**src/design/qlhw_pkg.sv**
```systemverilog
// Package for the QUIC long-header walker.
// Holds the parse phase type, result kind codes, the event record passed
// from the walker to the result serializer, and default sizing constants.
`default_nettype none

package qlhw_pkg;

	localparam int unsigned MAX_ID_BYTES_DEF      = 20;
	localparam int unsigned MAX_PAYLOAD_BYTES_DEF = 65535;
	localparam int unsigned EVQ_DEPTH             = 4;

	typedef enum logic [3:0] {
		PH_FIRST     = 4'd0,
		PH_VERSION   = 4'd1,
		PH_DLEN      = 4'd2,
		PH_DBODY     = 4'd3,
		PH_SLEN      = 4'd4,
		PH_SBODY     = 4'd5,
		PH_TOKV      = 4'd6,
		PH_TOKV_MORE = 4'd7,
		PH_TOKBODY   = 4'd8,
		PH_LENV      = 4'd9,
		PH_LENV_MORE = 4'd10,
		PH_BODY      = 4'd11,
		PH_RETRY     = 4'd12,
		PH_DONE      = 4'd13
	} phase_t;

	localparam logic [2:0] KIND_PACKET    = 3'd0;
	localparam logic [2:0] KIND_ALL_LONG  = 3'd1;
	localparam logic [2:0] KIND_SHORT     = 3'd2;
	localparam logic [2:0] KIND_UNCERTAIN = 3'd3;
	localparam logic [2:0] KIND_UNTOUCHED = 3'd4;

	localparam logic [1:0] TYPE_INITIAL = 2'd0;
	localparam logic [1:0] TYPE_RETRY   = 2'd3;

	typedef struct packed {
		logic        pkt_v;
		logic [1:0]  pkt_type;
		logic [31:0] version;
		logic [4:0]  dest_len;
		logic [4:0]  source_len;
		logic [15:0] pkt_offset;
		logic [15:0] pkt_size;
		logic        term_v;
		logic [2:0]  term_kind;
		logic [15:0] term_offset;
	} event_t;

endpackage

`default_nettype wire

```
**src/design/qlhw_front.sv**
```systemverilog
// Front part of the QUIC long-header walker: takes one payload byte per cycle
// while take is high, walks the long headers and produces one event record per
// byte that ends something. Depends on qlhw_pkg.
`default_nettype none

module qlhw_front import qlhw_pkg::*; #(
	parameter int unsigned MAX_ID_BYTES      = MAX_ID_BYTES_DEF,
	parameter int unsigned MAX_PAYLOAD_BYTES = MAX_PAYLOAD_BYTES_DEF
) (
	input  wire logic       clk,
	input  wire logic       arst_n,
	input  wire logic       take,
	input  wire logic [7:0] data_byte,
	input  wire logic       last_byte,
	output event_t          ev,
	output logic            ev_wr
);

	localparam logic [7:0]  MaxId  = 8'(MAX_ID_BYTES);
	localparam logic [15:0] MaxPay = 16'(MAX_PAYLOAD_BYTES);

	phase_t      phase_q, n_phase;
	logic [15:0] pos_q, n_pos;
	logic [15:0] begin_q, n_begin;
	logic [15:0] left_q, n_left;
	logic [15:0] acc_q, n_acc;
	logic        big_q, n_big;
	logic [31:0] ver_q, n_ver;
	logic [1:0]  type_q, n_type;
	logic [4:0]  dl_q, n_dl;
	logic [4:0]  sl_q, n_sl;
	logic        saw_q, n_saw;
	logic [2:0]  outc_q, n_outc;
	logic [15:0] short_q, n_short;

	always_ff @(posedge clk or negedge arst_n) begin
		if (!arst_n) begin
			phase_q <= PH_FIRST;
			pos_q   <= '0;
			begin_q <= '0;
			left_q  <= '0;
			acc_q   <= '0;
			big_q   <= 1'b0;
			ver_q   <= '0;
			type_q  <= '0;
			dl_q    <= '0;
			sl_q    <= '0;
			saw_q   <= 1'b0;
			outc_q  <= KIND_ALL_LONG;
			short_q <= '0;
		end else if (take) begin
			phase_q <= n_phase;
			pos_q   <= n_pos;
			begin_q <= n_begin;
			left_q  <= n_left;
			acc_q   <= n_acc;
			big_q   <= n_big;
			ver_q   <= n_ver;
			type_q  <= n_type;
			dl_q    <= n_dl;
			sl_q    <= n_sl;
			saw_q   <= n_saw;
			outc_q  <= n_outc;
			short_q <= n_short;
		end
	end

	always_comb begin
		logic        vzero;
		logic        vover;
		logic [15:0] size;
		n_phase = phase_q;
		n_pos   = pos_q;
		n_begin = begin_q;
		n_left  = left_q;
		n_acc   = acc_q;
		n_big   = big_q;
		n_ver   = ver_q;
		n_type  = type_q;
		n_dl    = dl_q;
		n_sl    = sl_q;
		n_saw   = saw_q;
		n_outc  = outc_q;
		n_short = short_q;
		ev      = '0;
		size    = 16'(pos_q - begin_q + 16'd1);
		vzero   = 1'b0;
		vover   = 1'b0;

		if (phase_q != PH_DONE && pos_q >= MaxPay) begin
			n_phase = PH_DONE;
			n_outc  = KIND_UNCERTAIN;
		end else begin
			case (phase_q)
				PH_FIRST: begin
					n_begin = pos_q;
					if (data_byte[7]) begin
						n_type  = data_byte[5:4];
						n_ver   = '0;
						n_dl    = '0;
						n_sl    = '0;
						n_left  = 16'd4;
						n_phase = PH_VERSION;
					end else if (data_byte[6]) begin
						n_short = pos_q;
						n_outc  = KIND_SHORT;
						n_phase = PH_DONE;
					end else begin
						n_outc  = saw_q ? KIND_UNCERTAIN : KIND_UNTOUCHED;
						n_phase = PH_DONE;
					end
				end
				PH_VERSION: begin
					n_ver  = {ver_q[23:0], data_byte};
					n_left = left_q - 16'd1;
					if (n_left == '0) begin
						if (n_ver == '0) begin
							n_phase = PH_DONE;
							n_outc  = KIND_UNCERTAIN;
						end else begin
							n_phase = PH_DLEN;
						end
					end
				end
				PH_DLEN, PH_SLEN: begin
					if (data_byte > MaxId) begin
						n_phase = PH_DONE;
						n_outc  = KIND_UNCERTAIN;
					end else begin
						n_left = {8'd0, data_byte};
						if (phase_q == PH_DLEN) begin
							n_dl    = data_byte[4:0];
							n_phase = (data_byte == '0) ? PH_SLEN : PH_DBODY;
						end else begin
							n_sl = data_byte[4:0];
							if (data_byte != '0) n_phase = PH_SBODY;
							else if (type_q == TYPE_INITIAL) n_phase = PH_TOKV;
							else if (type_q == TYPE_RETRY) n_phase = PH_RETRY;
							else n_phase = PH_LENV;
						end
					end
				end
				PH_DBODY: begin
					n_left = left_q - 16'd1;
					if (n_left == '0) n_phase = PH_SLEN;
				end
				PH_SBODY: begin
					n_left = left_q - 16'd1;
					if (n_left == '0) begin
						if (type_q == TYPE_INITIAL) n_phase = PH_TOKV;
						else if (type_q == TYPE_RETRY) n_phase = PH_RETRY;
						else n_phase = PH_LENV;
					end
				end
				PH_TOKV, PH_LENV, PH_TOKV_MORE, PH_LENV_MORE: begin
					if (phase_q == PH_TOKV || phase_q == PH_LENV) begin
						n_acc  = {10'd0, data_byte[5:0]};
						n_big  = 1'b0;
						n_left = 16'((17'd1 << data_byte[7:6]) - 17'd1);
					end else begin
						n_acc  = {acc_q[7:0], data_byte};
						n_big  = big_q | (acc_q[15:8] != '0);
						n_left = left_q - 16'd1;
					end
					vzero = (n_acc == '0) && !n_big;
					vover = n_big || (n_acc > MaxPay);
					if (n_left == '0) begin
						if (vzero) begin
							if (phase_q == PH_TOKV || phase_q == PH_TOKV_MORE) begin
								n_phase = PH_LENV;
							end else begin
								ev.pkt_v = 1'b1;
								n_saw    = 1'b1;
								n_phase  = PH_FIRST;
							end
						end else if (vover) begin
							n_phase = PH_DONE;
							n_outc  = KIND_UNCERTAIN;
						end else begin
							n_left  = n_acc;
							n_phase = (phase_q == PH_TOKV || phase_q == PH_TOKV_MORE) ?
								PH_TOKBODY : PH_BODY;
						end
					end else if (phase_q == PH_TOKV) begin
						n_phase = PH_TOKV_MORE;
					end else if (phase_q == PH_LENV) begin
						n_phase = PH_LENV_MORE;
					end
				end
				PH_TOKBODY: begin
					n_left = left_q - 16'd1;
					if (n_left == '0) n_phase = PH_LENV;
				end
				PH_BODY: begin
					n_left = left_q - 16'd1;
					if (n_left == '0) begin
						ev.pkt_v = 1'b1;
						n_saw    = 1'b1;
						n_phase  = PH_FIRST;
					end
				end
				PH_RETRY: begin
				end
				default: begin
					n_phase = PH_DONE;
				end
			endcase
		end

		if (last_byte) begin
			ev.term_v = 1'b1;
			case (n_phase)
				PH_FIRST: ev.term_kind = KIND_ALL_LONG;
				PH_RETRY: begin
					ev.pkt_v     = 1'b1;
					ev.term_kind = KIND_ALL_LONG;
				end
				PH_DONE: begin
					ev.term_kind   = n_outc;
					ev.term_offset = (n_outc == KIND_SHORT) ? n_short : '0;
				end
				default: ev.term_kind = KIND_UNCERTAIN;
			endcase
			n_phase = PH_FIRST;
			n_pos   = '0;
			n_begin = '0;
			n_left  = '0;
			n_acc   = '0;
			n_big   = 1'b0;
			n_ver   = '0;
			n_type  = '0;
			n_dl    = '0;
			n_sl    = '0;
			n_saw   = 1'b0;
			n_outc  = KIND_ALL_LONG;
			n_short = '0;
		end else if (pos_q != 16'hFFFF) begin
			n_pos = pos_q + 16'd1;
		end

		ev.pkt_type   = type_q;
		ev.version    = ver_q;
		ev.dest_len   = dl_q;
		ev.source_len = sl_q;
		ev.pkt_offset = begin_q;
		ev.pkt_size   = size;
		ev_wr         = take && (ev.pkt_v || ev.term_v);
	end

endmodule

`default_nettype wire

```
**src/design/qlhw_evq.sv**
```systemverilog
// Short event queue between the walker and the result serializer.
// Stores event records in a small register array. Depends on qlhw_pkg.
`default_nettype none

module qlhw_evq import qlhw_pkg::*; (
	input  wire logic   clk,
	input  wire logic   arst_n,
	input  wire logic   wr_en,
	input  wire event_t wr_data,
	input  wire logic   rd_en,
	output event_t      rd_data,
	output logic        full,
	output logic        empty
);

	localparam int unsigned PtrW = $clog2(EVQ_DEPTH);

	event_t          mem_q [EVQ_DEPTH];
	logic [PtrW-1:0] wptr_q;
	logic [PtrW-1:0] rptr_q;
	logic [PtrW:0]   count_q;

	assign full    = (count_q == (PtrW+1)'(EVQ_DEPTH));
	assign empty   = (count_q == '0);
	assign rd_data = mem_q[rptr_q];

	always_ff @(posedge clk) begin
		if (wr_en && !full) mem_q[wptr_q] <= wr_data;
	end

	always_ff @(posedge clk or negedge arst_n) begin
		if (!arst_n) begin
			wptr_q  <= '0;
			rptr_q  <= '0;
			count_q <= '0;
		end else begin
			if (wr_en && !full) wptr_q <= wptr_q + PtrW'(1);
			if (rd_en && !empty) rptr_q <= rptr_q + PtrW'(1);
			count_q <= count_q + (PtrW+1)'(wr_en && !full) - (PtrW+1)'(rd_en && !empty);
		end
	end

endmodule

`default_nettype wire

```
**src/design/qlhw_back.sv**
```systemverilog
// Back part of the QUIC long-header walker: turns each queued event into one
// or two result items, packet result first. Depends on qlhw_pkg.
`default_nettype none

module qlhw_back import qlhw_pkg::*; (
	input  wire logic   clk,
	input  wire logic   arst_n,
	input  wire event_t head,
	input  wire logic   head_empty,
	output logic        head_pop,
	input  wire logic   pop,
	output logic        empty,
	output logic [2:0]  result_kind,
	output logic [1:0]  header_type,
	output logic [31:0] version_word,
	output logic [4:0]  dest_id_length,
	output logic [4:0]  source_id_length,
	output logic [15:0] packet_offset,
	output logic [15:0] packet_size,
	output logic        end_of_payload
);

	logic half_q;
	logic show_pkt;
	logic take;

	assign empty    = head_empty;
	assign show_pkt = head.pkt_v && !half_q;
	assign take     = pop && !head_empty;
	assign head_pop = take && !(show_pkt && head.term_v);

	always_ff @(posedge clk or negedge arst_n) begin
		if (!arst_n) begin
			half_q <= 1'b0;
		end else if (take) begin
			half_q <= show_pkt && head.term_v;
		end
	end

	always_comb begin
		if (show_pkt) begin
			result_kind      = KIND_PACKET;
			header_type      = head.pkt_type;
			version_word     = head.version;
			dest_id_length   = head.dest_len;
			source_id_length = head.source_len;
			packet_offset    = head.pkt_offset;
			packet_size      = head.pkt_size;
			end_of_payload   = 1'b0;
		end else begin
			result_kind      = head.term_kind;
			header_type      = '0;
			version_word     = '0;
			dest_id_length   = '0;
			source_id_length = '0;
			packet_offset    = head.term_offset;
			packet_size      = '0;
			end_of_payload   = 1'b1;
		end
	end

endmodule

`default_nettype wire

```
**src/design/quic_long_header_walker.sv**
```systemverilog
// Top level of the QUIC long-header walker: walker front, event queue and
// result serializer. Depends on qlhw_pkg, qlhw_front, qlhw_evq and qlhw_back.
//
//   Channel   Direction  Handshake          Payload
//   bytes     in         push / full        data_byte, last_byte
//   results   out        empty / pop        result_kind .. end_of_payload
//
// One byte is taken per cycle while the event queue has room.
// A byte that closes a packet or the payload adds one queue entry, which
// leaves as one or two result items, one per cycle while pop is high.
// The queue holds four entries; full rises only when results are not taken.
// Reset clears the walker to the start of a payload and empties the queue.
`default_nettype none

module quic_long_header_walker import qlhw_pkg::*; #(
	parameter int unsigned MAX_ID_BYTES      = MAX_ID_BYTES_DEF,
	parameter int unsigned MAX_PAYLOAD_BYTES = MAX_PAYLOAD_BYTES_DEF
) (
	input  wire logic        clk,
	input  wire logic        arst_n,
	input  wire logic        push,
	output logic             full,
	input  wire logic [7:0]  data_byte,
	input  wire logic        last_byte,
	output logic             empty,
	input  wire logic        pop,
	output logic [2:0]       result_kind,
	output logic [1:0]       header_type,
	output logic [31:0]      version_word,
	output logic [4:0]       dest_id_length,
	output logic [4:0]       source_id_length,
	output logic [15:0]      packet_offset,
	output logic [15:0]      packet_size,
	output logic             end_of_payload
);

	event_t ev;
	event_t head;
	logic   ev_wr;
	logic   q_full;
	logic   q_empty;
	logic   head_pop;

	assign full = q_full;

	qlhw_front #(
		.MAX_ID_BYTES      (MAX_ID_BYTES),
		.MAX_PAYLOAD_BYTES (MAX_PAYLOAD_BYTES)
	) u_front (
		.clk       (clk),
		.arst_n    (arst_n),
		.take      (push && !q_full),
		.data_byte (data_byte),
		.last_byte (last_byte),
		.ev        (ev),
		.ev_wr     (ev_wr)
	);

	qlhw_evq u_evq (
		.clk     (clk),
		.arst_n  (arst_n),
		.wr_en   (ev_wr),
		.wr_data (ev),
		.rd_en   (head_pop),
		.rd_data (head),
		.full    (q_full),
		.empty   (q_empty)
	);

	qlhw_back u_back (
		.clk              (clk),
		.arst_n           (arst_n),
		.head             (head),
		.head_empty       (q_empty),
		.head_pop         (head_pop),
		.pop              (pop),
		.empty            (empty),
		.result_kind      (result_kind),
		.header_type      (header_type),
		.version_word     (version_word),
		.dest_id_length   (dest_id_length),
		.source_id_length (source_id_length),
		.packet_offset    (packet_offset),
		.packet_size      (packet_size),
		.end_of_payload   (end_of_payload)
	);

	a_no_lost_event: assert property (@(posedge clk) disable iff (!arst_n)
		ev_wr |-> !q_full)
		else $error("event written while the queue is full");

	a_last_makes_event: assert property (@(posedge clk) disable iff (!arst_n)
		(push && !full && last_byte) |=> !empty)
		else $error("last byte left no result behind");

	a_terminal_clean: assert property (@(posedge clk) disable iff (!arst_n)
		(!empty && end_of_payload) |-> (packet_size == '0 && version_word == '0))
		else $error("terminal result carries packet fields");

	a_packet_kind: assert property (@(posedge clk) disable iff (!arst_n)
		(!empty && !end_of_payload) |-> (result_kind == KIND_PACKET))
		else $error("packet result with a terminal kind");

endmodule

`default_nettype wire
```
**config.mk**
```make
export PLATFORM = sky130hd
export DESIGN_NAME = quic_long_header_walker
export DESIGN_NICKNAME = d
export VERILOG_FILES = /design/src/design/qlhw_pkg.sv /design/src/design/qlhw_front.sv /design/src/design/qlhw_evq.sv /design/src/design/qlhw_back.sv /design/src/design/quic_long_header_walker.sv
export SDC_FILE = /design/constraint.sdc
export NUM_CORES = 1
export LEC_CHECK = 0
export ABC_CLOCK_PERIOD_IN_PS = 8000
export BUFFER_PORTS_ARGS = -buffer_cell sky130_fd_sc_hd__buf_2
export CORE_UTILIZATION = 55
export CTS_BUF_LIST = sky130_fd_sc_hd__clkbuf_4 sky130_fd_sc_hd__clkbuf_8 sky130_fd_sc_hd__clkbuf_16
export DETAILED_ROUTE_END_ITERATION = 7
export PLACE_DENSITY = 0.72
export RECOVER_POWER = 100
export SYNTH_ARGS = -nofsm -noshare
export SYNTH_HDL_FRONTEND = slang
export SYNTH_SLANG_ARGS = --single-unit
export TNS_END_PERCENT = 10
```
**constraint.sdc**
```tcl
create_clock -name clk -period 8 [get_ports clk]
set_input_delay 0.4 -clock clk [delete_from_list [all_inputs] [get_ports clk]]
set_output_delay 0.4 -clock clk [all_outputs]
set_load 0.05 [all_outputs]
```
==> key figures <==
Status
  – Status: complete, but fails checks
  – Failing checks: capacitance limit, slew limit

STA
  – Clk_skew: 0.0151 ns
  – Final worst path period need: 6.53 ns
  – Final worst setup slack: 1.47 ns
  – Fmax: 153 MHz
  – Slew Limit Headroom: -239%
  – Slew @ Worst Pin: 5.09 ns
  – Pins Over Slew Limit: 387
  – Fin. Hold Viols: 0
  – Setup_tns: 0 ns
  – Tcrit/Tclk final: 81.6%
  – Final setup violating endpoints: 0
  – RSZ-0062 raised after global routing: no

Synthesis
  – EDFF count, synth: 388
  – Yosys reg bits: 529
  – Top cells by area, synth: edfxtp_1 (50%), dfrtp_1 (15%), mux4_2 (9.3%)
  – Async SR Flop Fraction: 26.7%
  – Post-synthesis adder-cell area fraction: 2.30%
  – Top_reg_cell synth: edfxtp_1
  – Synth top area share: 49.6%
  – Synthesized area: 0.0235 mm²
  – Mux cell area share after synthesis: 10.9%
  – Synth Area in Compound Gates: 8.01%
  – Seq/Total Area, Yosys: 64.6%
  – Synth Warn #: 0
  – Unique masters post-synth: 82
  – Synth Area per Inst: 14.1 µm²
  – Largest family of logic cells by synthesized area: multiplexers
  – Post-Synth XOR/XNOR Area: 1.45%
  – Simple-Gate Fraction of Synth Area: 10.5%
  – Synth Net Count: 1,726
  – Area leader, netlist: edfxtp_1
  – Cells after Synth: 1,671

Finish
  – Share of layout cells above drive strength 1: 15.2%
  – Register area: 0.0152 mm²
  – Filler instances: 3,137
  – Area grow syn2layout: 11.8%
  – Multi-input gate area: 0.00777 mm²
  – N_diodes: 0
  – Nets@finish: 1,809
  – Non-filler cells, final: 2,338
  – Final Instance Area: 0.0263 mm²

Clock tree
  – CTS tree: done
  – Max H-tree Level: 2
  – # Post-CTS Setup Buffers: 0
  – Num CTS Buffers: 53
  – Post-CTS sizing: 0
  – CTS clock-pin slew for the worst setup and hold paths: 0.06 ns
  – Clk_lat worst skew: 0.59 ns
  – Clock sinks: 529
  – Root buffer cell: clkbuf_16
  – Clk buf depth: 3

Global route
  – First-pass GRT wire length: 85,600 µm
  – Pin count of the biggest net entering global routing: 90
  – Congestion Overflow GR: 0
  – Via count of the first global-routing pass: 14,700
  – All-Layer GR Usage: 25.7%
  – Initial antenna violation count: 0

Route
  – DR WL/cell: 23.4 µm
  – Vias: 14,500
  – Final WL: 54,600 µm
  – Drt pass-1 iters: 5
  – # DRC: 0
  – Post-DRT Antenna Nets: 0
  – Iteration-0 DRC Markers: 1,462
  – Vias per Instance: 6.19

Critical path
  – Top fanout value on the critical path: 52
  – Critical path arrival: 6.13 ns
  – Worst R2R Setup Slack: 1.68 ns
  – WP data required: 7.60 ns
  – Setup CP Type: flip-flop to output pin
  – Setup crit end kind: output pin
  – Startpoint types: flip-flop

Place
  – Dpl ws: 2.43 ns
  – Gp weighted congestion: 0.939
  – # port buffers: 94
  – Placed insts: 2,237
  – Hpwl dp: 34,400 µm
  – Placed cell areas: 0.0245 mm²

Die
  – CORE AREA: 0.0420 mm²
  – Row count: 75
  – Die height: 209 µm
  – Starting density of the core: 55.9%
  – I/O pins: 95
  – Die X: 209 µm
  – Die Area: 0.0435 mm²

Hold path
  – Hold crit path type: input pin to flip-flop

Power and ir drop
  – VDD IR-drop max: 0.253 mV
  – Tot Pwr: 10.7 mW
  – Leakage: 9.46 nW
  – Power Dens Cells: 409 mW/mm²

Run
  – MaxCap Viol Count: 7
[through the flow]
stage | utilization, % | hold WS (ns)
detailed placement | 58.3 | 0.471
global route | 62.5 | 0.101
CTS | 62.9 | 0.0544
global placement | 58.3 | 0.462
finish | 62.5 | 0.0826
floorplan | - | 0.104
[cell type report]
cell class / instances / area share, %
Clock buffer: 81 / 6.33
Clock inverter: 19 / 0.986
Inverter: 46 / 0.657
Multi-Input combinational cell: 1003 / 29.6
Sequential cell: 529 / 57.8
Tap cell: 539 / 2.57
Timing Repair Buffer: 121 / 2.08
[synthesized netlist by cell type, types with 7 or more instances]
| cell | count |
|---|---|
| a22o_1 | 11 |
| a21oi_1 | 68 |
| xnor2_1 | 20 |
| nand4_1 | 13 |
| nand3b_1 | 7 |
| a22oi_1 | 7 |
| nand3_1 | 32 |
| nand2_1 | 178 |
| and3_1 | 14 |
| inv_1 | 45 |
| xor2_1 | 19 |
| edfxtp_1 | 388 |
| or3_1 | 7 |
| o21a_1 | 7 |
| a31oi_1 | 8 |
| o21ai_0 | 115 |
| a21boi_0 | 19 |
| nor4_1 | 15 |
| buf_1 | 15 |
| dfrtp_1 | 140 |
| mux2_2 | 27 |
| and2_1 | 14 |
| o31ai_1 | 13 |
| nor2b_1 | 67 |
| nor3_1 | 25 |
| o21ai_1 | 7 |
| nor2_1 | 70 |
| ha_1 | 40 |
| mux4_2 | 97 |
| clkbuf_1 | 72 |
| nand2b_1 | 11 |
[path summary, 6_finish.rpt]
check,endpoint,cells past startpoint,start
worst max-delay path,packet_offset[15],6,u_evq.rptr_q[0]$_DFFE_PN0P_
worst min-delay path,u_back.half_q$_DFFE_PN0P_,3,pop
worst max register to register,u_evq.mem_q[2][22]$_DFFE_PP_,13,u_front.left_q[0]$_DFFE_PN0P_
worst min register to register,u_front.short_q[4]$_DFFE_PN0P_,2,u_front.short_q[4]$_DFFE_PN0P_
max in group asynchronous,u_evq.rptr_q[1]$_DFFE_PN0P_,3,arst_n
min in group asynchronous,u_front.short_q[9]$_DFFE_PN0P_,2,arst_n
[where the power goes]
part,leakage [nW],total (mW),internal (mW),switching (mW)
combinational,2.95,4.23,1.44,2.79
clock,0.959,2.65,1.63,1.02
sequential,5.55,3.86,3.51,0.353
total,9.46,10.7,6.58,4.16
[cell usage in the layout (no fill, tap or decap), types with 8 or more instances in the layout]
cell type and instances:
a21boi_0 19, a21oi_1 69, a22o_1 11, a31oi_1 8, and2_1 8, and3_1 15, buf_2 13, buf_4 18
clkbuf_1 87, clkbuf_16 57, clkbuf_4 15, clkbuf_8 9, dfrtp_1 139, edfxtp_1 388, ha_1 40, inv_1 45
mux2_2 27, mux4_2 97, nand2_1 178, nand2b_1 10, nand3_1 32, nand4_1 14, nor2_1 69, nor2b_1 67
nor3_1 25, nor4_1 15, o21ai_0 118, o31ai_1 13, xnor2_1 20, xor2_1 19
[metal layers]
metal | up-vias | wire (µm) | global-route usage [%]
li1 | 6495 | - | -
met1 | 7380 | 24200 | 38.3
met2 | 511 | 25400 | 39.1
met3 | 97 | 3760 | 4.69
met4 | 0 | 1290 | 7.45
met5 | - | 0 | 0
[sequential cells by signal (all words and copies together) (netlist names), 3 cells and up]
signal and count:
u_front.phase_q 4, u_evq.mem_q 388, u_front.sl_q 5, u_evq.count_q 3, u_front.pos_q 16, u_front.acc_q 16
u_front.outc_q 3, u_front.begin_q 16, u_front.short_q 16, u_front.dl_q 5, u_front.ver_q 32, u_front.left_q 16
[cells by family (layout without fill, tap and decap cells)]
group / after synthesis / in the layout
flip-flops: 529 / 529
AND/OR/NAND/NOR: 486 / 486
AO/OA/AOI/OAI: 306 / 306
buffers and inverters: 139 / 267
multiplexers: 130 / 130
adder cells (fa/ha/maj): 42 / 42
XOR/XNOR: 39 / 39
[critical path, cell delays in order (launching register included)]
cell and delay (ns):
dfrtp_1 2.22, mux4_2 0.74, nand2b_4 0.62, buf_4 0.68, mux4_2 0.59, mux2_2 0.32
clkbuf_1 0.30
[what timing repair did]
action / 4_1_cts / 5_1_grt
endpoints found under the hold margin: 87 / 0
setup endpoints to repair: 0 / 0
hold buffers: 1 / 0
Power figures use the tool's default switching activity.
